--- src/hdl/bfje_pkg.sv ---
`timescale 1ns / 1ps
package bfje_pkg;

  localparam int LEN_W = 5;
  localparam logic [31:0] HASH_INIT = 32'hdeadbeef;

  localparam logic [1:0] ST_OK     = 2'd0;
  localparam logic [1:0] ST_ABSENT = 2'd1;
  localparam logic [1:0] ST_BAD    = 2'd2;
  localparam logic [1:0] ST_RSVD   = 2'd3;

  localparam logic FUNC_INSERT = 1'b1;

  localparam logic [1:0] REG_KEY_BYTES   = 2'd0;
  localparam logic [1:0] REG_PROBE_COUNT = 2'd1;
  localparam logic [1:0] REG_SEED_BASE   = 2'd2;

  typedef struct packed {
    logic             insert;
    logic             bad;
    logic [3:0][31:0] key;
  } item_t;

  typedef struct packed {
    logic             start;
    logic [31:0]      seed;
    logic [LEN_W-1:0] len;
  } hash_req_t;

  typedef struct packed {
    logic        done;
    logic [31:0] value;
  } hash_rsp_t;

  function automatic logic [31:0] rotl(input logic [31:0] x, input int r);
    rotl = (x << r) | (x >> (32 - r));
  endfunction

  // key words beyond the fourth hash as zero
  function automatic logic [31:0] key_word(input logic [3:0][31:0] key,
                                           input logic [3:0] idx);
    key_word = (idx < 4'd4) ? key[idx[1:0]] : 32'd0;
  endfunction

  // keep only the low rem bytes of a word
  function automatic logic [31:0] keep_bytes(input logic [31:0] w,
                                             input logic [LEN_W-1:0] rem);
    case (rem)
      LEN_W'(0): keep_bytes = 32'd0;
      LEN_W'(1): keep_bytes = w & 32'h0000_00ff;
      LEN_W'(2): keep_bytes = w & 32'h0000_ffff;
      LEN_W'(3): keep_bytes = w & 32'h00ff_ffff;
      default:   keep_bytes = w;
    endcase
  endfunction

endpackage

--- src/hdl/bfje_front.sv ---
`timescale 1ns / 1ps
module bfje_front (
  input  logic            clk,
  input  logic            rst,
  input  logic            push,
  output logic            full,
  input  logic            func,
  input  logic [7:0]      insert_flags,
  input  logic [31:0]     key_word0,
  input  logic [31:0]     key_word1,
  input  logic [31:0]     key_word2,
  input  logic [31:0]     key_word3,
  input  logic            pop,
  output logic            empty,
  output bfje_pkg::item_t head
);
  import bfje_pkg::*;

  item_t      e0, e1, incoming;
  logic [1:0] cnt;
  logic       do_push, do_pop;

  // classify: an insert with any flag set is rejected downstream
  always_comb begin
    incoming.insert = (func == FUNC_INSERT);
    incoming.bad    = (func == FUNC_INSERT) && (insert_flags != 8'd0);
    incoming.key    = {key_word3, key_word2, key_word1, key_word0};
  end

  assign full    = (cnt == 2'd2);
  assign empty   = (cnt == 2'd0);
  assign head    = e0;
  assign do_push = push && !full;
  assign do_pop  = pop && !empty;

  always_ff @(posedge clk) begin
    if (rst) begin
      cnt <= 2'd0;
    end else begin
      cnt <= cnt + {1'b0, do_push} - {1'b0, do_pop};
    end
  end

  always_ff @(posedge clk) begin
    if (do_pop) begin
      if (do_push && cnt == 2'd1) e0 <= incoming;
      else e0 <= e1;
      if (do_push && cnt == 2'd2) e1 <= incoming;
    end else if (do_push) begin
      if (cnt == 2'd0) e0 <= incoming;
      else e1 <= incoming;
    end
  end

endmodule

--- src/hdl/bfje_hash.sv ---
`timescale 1ns / 1ps
module bfje_hash (
  input  logic                  clk,
  input  logic                  rst,
  input  bfje_pkg::hash_req_t   req,
  input  logic [3:0][31:0]      key,
  output bfje_pkg::hash_rsp_t   rsp
);
  import bfje_pkg::*;

  localparam logic [2:0] HS_IDLE = 3'd0;
  localparam logic [2:0] HS_LOAD = 3'd1;
  localparam logic [2:0] HS_MIXA = 3'd2;
  localparam logic [2:0] HS_MIXB = 3'd3;
  localparam logic [2:0] HS_FADD = 3'd4;
  localparam logic [2:0] HS_FINA = 3'd5;
  localparam logic [2:0] HS_FINB = 3'd6;

  logic [2:0]       state, state_next;
  logic [31:0]      a, b, c, a_next, b_next, c_next;
  logic [LEN_W-1:0] len, len_next;
  logic [1:0]       chunk, chunk_next;
  logic             done, done_next;
  logic [3:0]       widx;
  logic [31:0]      init, t_a, t_b, t_c;
  logic [LEN_W-1:0] rem0, rem1, rem2;

  assign widx = {1'b0, chunk, 1'b0} + {2'b00, chunk};
  assign init = HASH_INIT + {{(32 - LEN_W){1'b0}}, req.len} + req.seed;
  assign rem0 = len;
  assign rem1 = (len > LEN_W'(4)) ? len - LEN_W'(4) : LEN_W'(0);
  assign rem2 = (len > LEN_W'(8)) ? len - LEN_W'(8) : LEN_W'(0);

  always_comb begin
    state_next = state;
    a_next     = a;
    b_next     = b;
    c_next     = c;
    len_next   = len;
    chunk_next = chunk;
    done_next  = 1'b0;
    t_a        = a;
    t_b        = b;
    t_c        = c;
    case (state)
      HS_IDLE: begin
        if (req.start) begin
          a_next     = init;
          b_next     = init;
          c_next     = init;
          len_next   = req.len;
          chunk_next = 2'd0;
          if (req.len == LEN_W'(0)) done_next = 1'b1;
          else if (req.len > LEN_W'(12)) state_next = HS_LOAD;
          else state_next = HS_FADD;
        end
      end
      HS_LOAD: begin
        a_next     = a + key_word(key, widx);
        b_next     = b + key_word(key, widx + 4'd1);
        c_next     = c + key_word(key, widx + 4'd2);
        state_next = HS_MIXA;
      end
      HS_MIXA: begin
        t_a    = (a - c) ^ rotl(c, 4);
        t_c    = c + b;
        t_b    = (b - t_a) ^ rotl(t_a, 6);
        t_a    = t_a + t_c;
        t_c    = (t_c - t_b) ^ rotl(t_b, 8);
        t_b    = t_b + t_a;
        a_next = t_a;
        b_next = t_b;
        c_next = t_c;
        state_next = HS_MIXB;
      end
      HS_MIXB: begin
        t_a    = (a - c) ^ rotl(c, 16);
        t_c    = c + b;
        t_b    = (b - t_a) ^ rotl(t_a, 19);
        t_a    = t_a + t_c;
        t_c    = (t_c - t_b) ^ rotl(t_b, 4);
        t_b    = t_b + t_a;
        a_next = t_a;
        b_next = t_b;
        c_next = t_c;
        len_next   = len - LEN_W'(12);
        chunk_next = chunk + 2'd1;
        state_next = (len - LEN_W'(12) > LEN_W'(12)) ? HS_LOAD : HS_FADD;
      end
      HS_FADD: begin
        a_next     = a + keep_bytes(key_word(key, widx), rem0);
        b_next     = b + keep_bytes(key_word(key, widx + 4'd1), rem1);
        c_next     = c + keep_bytes(key_word(key, widx + 4'd2), rem2);
        state_next = HS_FINA;
      end
      HS_FINA: begin
        t_c    = (c ^ b) - rotl(b, 14);
        t_a    = (a ^ t_c) - rotl(t_c, 11);
        t_b    = (b ^ t_a) - rotl(t_a, 25);
        t_c    = (t_c ^ t_b) - rotl(t_b, 16);
        a_next = t_a;
        b_next = t_b;
        c_next = t_c;
        state_next = HS_FINB;
      end
      HS_FINB: begin
        t_a    = (a ^ c) - rotl(c, 4);
        t_b    = (b ^ t_a) - rotl(t_a, 14);
        t_c    = (c ^ t_b) - rotl(t_b, 24);
        a_next = t_a;
        b_next = t_b;
        c_next = t_c;
        done_next  = 1'b1;
        state_next = HS_IDLE;
      end
      default: state_next = HS_IDLE;
    endcase
  end

  always_ff @(posedge clk) begin
    if (rst) begin
      state <= HS_IDLE;
      done  <= 1'b0;
    end else begin
      state <= state_next;
      done  <= done_next;
    end
  end

  always_ff @(posedge clk) begin
    a     <= a_next;
    b     <= b_next;
    c     <= c_next;
    len   <= len_next;
    chunk <= chunk_next;
  end

  assign rsp.done  = done;
  assign rsp.value = c;

endmodule

--- src/hdl/bfje_back.sv ---
`timescale 1ns / 1ps
module bfje_back #(
  parameter int FILTER_BITS   = 256,
  parameter int MAX_KEY_BYTES = 16
) (
  input  logic            clk,
  input  logic            rst,
  input  logic [4:0]      key_bytes,
  input  logic [3:0]      probe_count,
  input  logic [31:0]     seed_base,
  input  logic            q_empty,
  input  bfje_pkg::item_t q_head,
  output logic            q_pop,
  output logic            res_empty,
  output logic [1:0]      res_status,
  input  logic            res_pop
);
  import bfje_pkg::*;

  localparam int WORDS = FILTER_BITS / 64;
  localparam int AW    = (WORDS > 1) ? $clog2(WORDS) : 1;

  localparam logic [2:0] BS_CLEAR = 3'd0;
  localparam logic [2:0] BS_IDLE  = 3'd1;
  localparam logic [2:0] BS_HASH  = 3'd2;
  localparam logic [2:0] BS_WAIT  = 3'd3;
  localparam logic [2:0] BS_CHECK = 3'd4;
  localparam logic [2:0] BS_EMIT  = 3'd5;

  logic [2:0]       state;
  item_t            item;
  logic [3:0]       probe;
  logic [1:0]       status_r;
  logic [AW-1:0]    addr_r, clr_addr, rd_addr;
  logic [5:0]       pos_r;
  logic [63:0]      mem [WORDS];
  logic [63:0]      rdata;
  logic             mem_we;
  logic [AW-1:0]    mem_wa;
  logic [63:0]      mem_wd;
  logic [LEN_W-1:0] len_c;
  hash_req_t        hreq;
  hash_rsp_t        hrsp;
  logic [1:0]       ocnt;
  logic [1:0]       o0, o1;
  logic             o_push, o_pop, hit, last;

  assign len_c = ({27'd0, key_bytes} > 32'(MAX_KEY_BYTES)) ? LEN_W'(MAX_KEY_BYTES)
                                                           : key_bytes;

  assign hreq.start = (state == BS_HASH);
  assign hreq.seed  = seed_base + {28'd0, probe};
  assign hreq.len   = len_c;

  bfje_hash u_hash (
    .clk (clk),
    .rst (rst),
    .req (hreq),
    .key (item.key),
    .rsp (hrsp)
  );

  assign rd_addr = hrsp.value[6 +: AW] & AW'(WORDS - 1);
  assign hit     = rdata[pos_r];
  assign last    = (probe == probe_count - 4'd1);
  assign q_pop   = (state == BS_IDLE) && !q_empty && (ocnt != 2'd2);

  always_comb begin
    mem_we = 1'b0;
    mem_wa = addr_r;
    mem_wd = rdata | (64'd1 << pos_r);
    if (state == BS_CLEAR) begin
      mem_we = 1'b1;
      mem_wa = clr_addr;
      mem_wd = 64'd0;
    end else if (state == BS_CHECK && item.insert) begin
      mem_we = 1'b1;
    end
  end

  always_ff @(posedge clk) begin
    if (mem_we) mem[mem_wa] <= mem_wd;
    if (state == BS_WAIT && hrsp.done) rdata <= mem[rd_addr];
  end

  always_ff @(posedge clk) begin
    if (rst) begin
      state    <= BS_CLEAR;
      clr_addr <= '0;
    end else begin
      case (state)
        BS_CLEAR: begin
          clr_addr <= clr_addr + AW'(1);
          if (clr_addr == AW'(WORDS - 1)) state <= BS_IDLE;
        end
        BS_IDLE: begin
          if (q_pop) begin
            if (q_head.bad) begin
              status_r <= ST_BAD;
              state    <= BS_EMIT;
            end else if (probe_count == 4'd0) begin
              status_r <= ST_OK;
              state    <= BS_EMIT;
            end else begin
              state <= BS_HASH;
            end
          end
        end
        BS_HASH: state <= BS_WAIT;
        BS_WAIT: begin
          if (hrsp.done) state <= BS_CHECK;
        end
        BS_CHECK: begin
          if (!item.insert && !hit) begin
            status_r <= ST_ABSENT;
            state    <= BS_EMIT;
          end else if (last) begin
            status_r <= ST_OK;
            state    <= BS_EMIT;
          end else begin
            state <= BS_HASH;
          end
        end
        BS_EMIT: state <= BS_IDLE;
        default: state <= BS_IDLE;
      endcase
    end
  end

  always_ff @(posedge clk) begin
    if (q_pop) begin
      item  <= q_head;
      probe <= 4'd0;
    end
    if (state == BS_CHECK) probe <= probe + 4'd1;
    if (state == BS_WAIT && hrsp.done) begin
      addr_r <= rd_addr;
      pos_r  <= hrsp.value[5:0];
    end
  end

  // result queue, two entries
  assign o_push     = (state == BS_EMIT);
  assign o_pop      = res_pop && (ocnt != 2'd0);
  assign res_empty  = (ocnt == 2'd0);
  assign res_status = o0;

  always_ff @(posedge clk) begin
    if (rst) begin
      ocnt <= 2'd0;
    end else begin
      ocnt <= ocnt + {1'b0, o_push} - {1'b0, o_pop};
    end
  end

  always_ff @(posedge clk) begin
    if (o_pop) begin
      if (o_push && ocnt == 2'd1) o0 <= status_r;
      else o0 <= o1;
      if (o_push && ocnt == 2'd2) o1 <= status_r;
    end else if (o_push) begin
      if (ocnt == 2'd0) o0 <= status_r;
      else o1 <= status_r;
    end
  end

endmodule

--- src/hdl/bloom_filter_jhash_engine_core.sv ---
`timescale 1ns / 1ps
// bloom filter engine with a jenkins hash over a FILTER_BITS-bit store
// input channel: push/full, one transaction carries func, insert_flags and
//   four little-endian key words; a transaction is taken when push && !full
// result channel: empty/pop, status of the oldest finished item sits on
//   status while empty is low; taken when pop && !empty
// config: apb-style port, key_bytes at 0x0, probe_count at 0x4,
//   seed_base at 0x8; write only while the engine is idle
// processing: the input queue, then per probe a start state, the hash
//   pass (none for an empty key, a final add and two final steps for keys
//   up to 12 bytes, plus a load and two mix steps per extra 12-byte block),
//   a memory read and a check, then the status is posted;
//   queries stop at the first clear bit
// throughput: one item at a time in the back end, set by the hash unit;
//   the two-entry input queue keeps accepting while the back end works
// reset: the store is swept to zero one 64-bit word per cycle, all
//   FILTER_BITS/64 words, before the first item is processed; registers
//   return to key_bytes 4, probe_count 5, seed_base 0
// stall: a two-entry result queue holds finished status; when it is full
//   the back end waits and the input queue fills and raises full
module bloom_filter_jhash_engine_core #(
  parameter int FILTER_BITS   = 256,
  parameter int MAX_KEY_BYTES = 16
) (
  input  logic        clk,
  input  logic        rst,
  input  logic        psel,
  input  logic        penable,
  input  logic        pwrite,
  input  logic [3:0]  paddr,
  input  logic [31:0] pwdata,
  output logic [31:0] prdata,
  output logic        pready,
  input  logic        push,
  output logic        full,
  input  logic        func,
  input  logic [7:0]  insert_flags,
  input  logic [31:0] key_word0,
  input  logic [31:0] key_word1,
  input  logic [31:0] key_word2,
  input  logic [31:0] key_word3,
  output logic        empty,
  input  logic        pop,
  output logic [1:0]  status
);
  import bfje_pkg::*;

  logic [4:0]  key_bytes;
  logic [3:0]  probe_count;
  logic [31:0] seed_base;
  logic        cfg_wr;
  logic        q_empty, q_pop;
  item_t       q_head;

  // config registers
  assign pready = 1'b1;
  assign cfg_wr = psel && penable && pwrite && pready;

  always_ff @(posedge clk) begin
    if (rst) begin
      key_bytes   <= 5'd4;
      probe_count <= 4'd5;
      seed_base   <= 32'd0;
    end else if (cfg_wr) begin
      case (paddr[3:2])
        REG_KEY_BYTES:   key_bytes   <= pwdata[4:0];
        REG_PROBE_COUNT: probe_count <= pwdata[3:0];
        REG_SEED_BASE:   seed_base   <= pwdata;
        default: ;
      endcase
    end
  end

  always_comb begin
    case (paddr[3:2])
      REG_KEY_BYTES:   prdata = {27'd0, key_bytes};
      REG_PROBE_COUNT: prdata = {28'd0, probe_count};
      REG_SEED_BASE:   prdata = seed_base;
      default:         prdata = 32'd0;
    endcase
  end

  // front end: takes and classifies items
  bfje_front u_front (
    .clk          (clk),
    .rst          (rst),
    .push         (push),
    .full         (full),
    .func         (func),
    .insert_flags (insert_flags),
    .key_word0    (key_word0),
    .key_word1    (key_word1),
    .key_word2    (key_word2),
    .key_word3    (key_word3),
    .pop          (q_pop),
    .empty        (q_empty),
    .head         (q_head)
  );

  // back end: hashing, store access, result queue
  bfje_back #(
    .FILTER_BITS   (FILTER_BITS),
    .MAX_KEY_BYTES (MAX_KEY_BYTES)
  ) u_back (
    .clk         (clk),
    .rst         (rst),
    .key_bytes   (key_bytes),
    .probe_count (probe_count),
    .seed_base   (seed_base),
    .q_empty     (q_empty),
    .q_head      (q_head),
    .q_pop       (q_pop),
    .res_empty   (empty),
    .res_status  (status),
    .res_pop     (pop)
  );

  // no result appears right after reset
  a_reset_empty: assert property (@(posedge clk) rst |=> empty && !full)
    else $error("queues not empty after reset");

  // only defined status codes leave the block
  a_status_code: assert property (@(posedge clk) disable iff (rst)
    !empty |-> status != ST_RSVD)
    else $error("reserved status code");

  // back end only drains the input queue when it holds something
  a_pop_nonempty: assert property (@(posedge clk) disable iff (rst)
    q_pop |-> !q_empty)
    else $error("pop from empty input queue");

endmodule
--- config.mk ---
export PLATFORM = sky130hd
export DESIGN_NAME = bloom_filter_jhash_engine_core
export DESIGN_NICKNAME = d
export VERILOG_FILES = /design/src/hdl/bfje_pkg.sv /design/src/hdl/bfje_front.sv /design/src/hdl/bfje_hash.sv /design/src/hdl/bfje_back.sv /design/src/hdl/bloom_filter_jhash_engine_core.sv
export SDC_FILE = /design/constraint.sdc
export NUM_CORES = 2
export LEC_CHECK = 0
export ABC_CLOCK_PERIOD_IN_PS = 13400
export BUFFER_PORTS_ARGS = -buffer_cell sky130_fd_sc_hd__buf_2
export CORE_MARGIN = 2
export CORE_UTILIZATION = 50
export CTS_CLUSTER_SIZE = 16
export DETAILED_ROUTE_END_ITERATION = 10
export GPL_TIMING_DRIVEN = 0
export PLACE_DENSITY = 0.66
export SYNTH_ARGS = -nofsm -noshare
export SYNTH_HDL_FRONTEND = slang
export SYNTH_SLANG_ARGS = --single-unit
--- constraint.sdc ---
create_clock -name clk -period 13.4 [get_ports clk]
set_input_delay 2.01 -clock clk [delete_from_list [all_inputs] [get_ports clk]]
set_output_delay 2.01 -clock clk [all_outputs]
set_load 0.02 [all_outputs]
==> impl_metrics.csv <==
group,metric,value,unit
timing,maxSlewHeadroom,-0.229,
global_route,grt_usage,0.499,
status,violations,"max-capacitance violations, max-slew violations, negative setup slack",
clock_tree,root_buffer,"clkbuf_16",
worst_setup_path,r2r-end,"u_back.u_hash.c[31]",
power,power_frac_comb,0.389,
worst_setup_path,required,13.94,ns
worst_setup_path,end_kind,"flip-flop",
layout,layout-drive-gt1-share,0.155,
min_path,worstHoldPathCells,0,
worst_setup_path,arrival,14.24,ns
die,dieArea,147000,sq um
die,row_count,139,
worst_setup_path,path_buf_inv,4,
die,core_region_area,143000,sq um
clock_tree,numCtsBuffers,91,
die,die_w,384,um
worst_setup_path,reg2reg_slack,-0.30,ns
placed_design,place_area,76400,sq um
global_route,grt_overflow,0,
clock_tree,clk_pin_slew_worst_paths,0.08,ns
die,ios,217,
timing,fin_skew,0.0720,ns
timing,worst_pin_slew,1.84,ns
layout,postLayoutCoreUtil,0.575,
layout,finalInstanceArea,82500,sq um
timing,fin_crit_sh,1.02,
min_path,hp-class,"flip-flop to flip-flop",
detailed_routing,drtAntennaViolNets,0,
timing,max_freq,0.0730,GHz
logic_synthesis,synthCells,7128,
detailed_routing,routed_wirelength,377000,um
worst_setup_path,cp_common_cell,"a21oi_1",
flow_run,cap_violations,16,
power,p_clk_frac,0.262,
logic_synthesis,syn_area,72200,sq um
layout,syn2layout_area_growth,14.3,%
timing,min_period,13.70,ns
die,initial_core_util,0.503,
logic_synthesis,syn_nets,8016,
worst_setup_path,r2r_start,"u_back.u_hash.c[1]",
worst_setup_path,cp_max_fo,5,
placed_design,numPortBuffers,211,
power,swShare,0.400,
min_path,hold-path-endpoint,"u_back.item[60]",
timing,worst_slack,-0.297,ns
placed_design,gp_congestion,1.19,
timing,tns,-0.324,ns
worst_setup_path,slowest_delay,1.20,ns
power,p_switching,0.00410,W
timing,hold_viol_final,0,
global_route,use_met3,0.204,
logic_synthesis,yosysWarnings,0,
power,ir_worst_vdd,0.000213,V
clock_tree,cts_buffer_depth,3,
clock_tree,htree_levels,3,
logic_synthesis,synth_edf_count,830,
detailed_routing,vias,66700,
power,seq_power_share,0.349,
layout,nets,8512,
worst_setup_path,cp_top_family,"compound AO/OA/AOI/OAI gates",
worst_setup_path,cp-start-kind,"flip-flop",
clock_tree,clkSinkCount,884,
clock_tree,cts_tree,"done",
global_route,grt_first_pass_wirelength,499000,um
timing,setup_viol,2,
global_route,grt_busiest_layer,"met2",
logic_synthesis,synth_cell_types,113,
clock_tree,clock_latency,0.79,ns
power,p_int,0.00615,W
status,status,"finished, violations left",
power,power_leakage,33.1,nW
timing,report.final.slew_viol_count,102,
power,powerDensity,124,nW/um^2
layout,mostFrequentLayoutCell,"edfxtp_1",
logic_synthesis,synthFlopType,"edfxtp_1",
logic_synthesis,ys_seq_area_frac,0.360,
min_path,holdCritStartpoint,"u_front.head[60]",
die,fp.dieH,384,um
detailed_routing,dr.pass1.iters,10,
timing,whs,0.376,ns
global_route,grt_pass1_vias,61600,
global_route,met2_usage,0.682,
logic_synthesis,synth-seq-cells,884,
worst_setup_path,reg2reg_depth,46,
placed_design,pre_cts_ws,-4.78,ns
detailed_routing,avgViaCountPerCell,6.92,
global_route,met1_usage,0.613,
timing,rsz0062_at_grt,"true",
global_route,grt_antenna_before_repair,52,
logic_synthesis,avgSynthCellArea,10.1,sq um
detailed_routing,dr.first_iter.drc_count,10600,
global_route,grt_max_degree,84,
worst_setup_path,critPathKind,"flip-flop to flip-flop",
worst_setup_path,crit_path_top_delay_cell,"xor2_1",
layout,mostFrequentLayoutCells,"edfxtp_1 (830), ha_1 (652), xnor2_1 (602)",
detailed_routing,wire_per_inst,39.1,um
detailed_routing,drc,0,
logic_synthesis,async_reset_ff_frac,0,
placed_design,dpl.hpwl,296000,um
-- kinds of logic after synthesis --
logic type / after synthesis / share of synthesized area
flip-flops: 884 / 0.360
XOR/XNOR: 899 / 0.113
adder cells (fa/ha/maj): 710 / 0.125
other: 1 / 0.0000519
multiplexers: 352 / 0.0824
AND/OR/NAND/NOR: 1713 / 0.115
AO/OA/AOI/OAI: 1774 / 0.162
buffers and inverters: 795 / 0.0416
-- what timing repair did --
item,in CTS,in global routing
hold buffers,0,0
setup buffers,108,53
setup endpoints to repair,40,32
hold endpoints to repair,0,0
gates resized for setup,183,118
pin swaps,48,80
-- power groups by stage --
| stage | clock network, W | logic (W) | registers [W] |
|---|---|---|---|
| after CTS | 0.00267 | 0.00361 | 0.00357 |
| after global routing | 0.00275 | 0.00401 | 0.00359 |
| after floorplan | 0 | 0.00187 | 0.00361 |
| final | 0.00269 | 0.00399 | 0.00357 |
| after detailed placement | 0 | 0.00338 | 0.00360 |
| after global placement | 0 | 0.00327 | 0.00366 |
-- worst max path at each step --
stage,startpoint,to,slack [ns],cells past startpoint
final,u_back.u_hash.c[1],u_back.u_hash.c[31],-0.30,46
after global routing,u_back.u_hash.c[0],u_back.u_hash.c[31],-0.42,73
after CTS,u_back.u_hash.b[3],u_back.u_hash.c[31],-0.09,68
after detailed placement,u_back.u_hash.b[2],u_back.u_hash.c[31],-4.78,68
after global placement,u_back.u_hash.b[2],u_back.u_hash.c[31],-5.06,68
after floorplan,u_back.u_hash.b[3],u_back.u_hash.c[31],0.97,68
-- registers in the layout, indices dropped and copies added (netlist names), 3 cells and up --
register,flops
probe_count,4
u_front.head,130
u_front.e1,130
u_back.state,3
u_back.probe,4
u_back.u_hash.b,32
key_bytes,5
seed_base,32
u_back.u_hash.c,32
u_back.mem,256
u_back.pos_r,6
u_back.rdata,64
u_back.item,129
u_back.u_hash.len,5
u_back.u_hash.state,3
u_back.u_hash.a,32
-- synth_stat cells, types with 125 or more instances --
| cell type | n | area [sq um] |
|---|---|---|
| nor3_1 | 155 | 776 |
| a21o_1 | 141 | 1060 |
| inv_1 | 613 | 2300 |
| xor2_1 | 234 | 2050 |
| o21ai_0 | 331 | 1660 |
| ha_1 | 684 | 8560 |
| clkbuf_1 | 150 | 563 |
| mux4_2 | 178 | 4010 |
| nand3_1 | 125 | 626 |
| nand2_1 | 381 | 1430 |
| nor2b_1 | 148 | 926 |
| mux2_2 | 140 | 1580 |
| edfxtp_1 | 830 | 24900 |
| nor2_1 | 497 | 1870 |
| xnor2_1 | 641 | 5610 |
| a21oi_1 | 541 | 2710 |
-- worst reg2reg max path: cells and delay by family, from the launching register on --
family | cells | cell delay, ns
AO/OA/AOI/OAI | 28 | 6.43
XOR/XNOR | 3 | 2.65
AND/OR/NAND/NOR | 7 | 1.81
adder cells (fa/ha/maj) | 4 | 1.47
buffers and inverters | 4 | 0.58
flip-flops | 1 | 0.55
-- per-layer routing --
layer | vias up | part of all wire | routed length [um]
li1 | 27300 | - | -
met1 | 32300 | 0.36 | 135000
met2 | 5672 | 0.39 | 146000
met3 | 1366 | 0.15 | 55700
met4 | 32 | 0.11 | 39700
met5 | - | 0.0010 | 388
-- stage by stage --
stage	cells	total power [W]
2_1_floorplan	7128	0.00547
3_3_place_gp	9242	0.00693
3_5_place_dp	9275	0.00698
4_1_cts	9553	0.00985
5_1_grt	9611	0.0103
6_report	9639	0.0103
-- layout make-up --
type,count,area (sq um)
antenna,35,87.6
tap,1903,2380
buffer,180,709
multi-input combinational,5449,45000
clock buffer,112,2420
timing repair buffer,405,2990
fill,11800,61000
clock inverter,58,624
sequential,884,26000
inverter,613,2320
No activity file was read; power rests on OpenSTA's default activity.
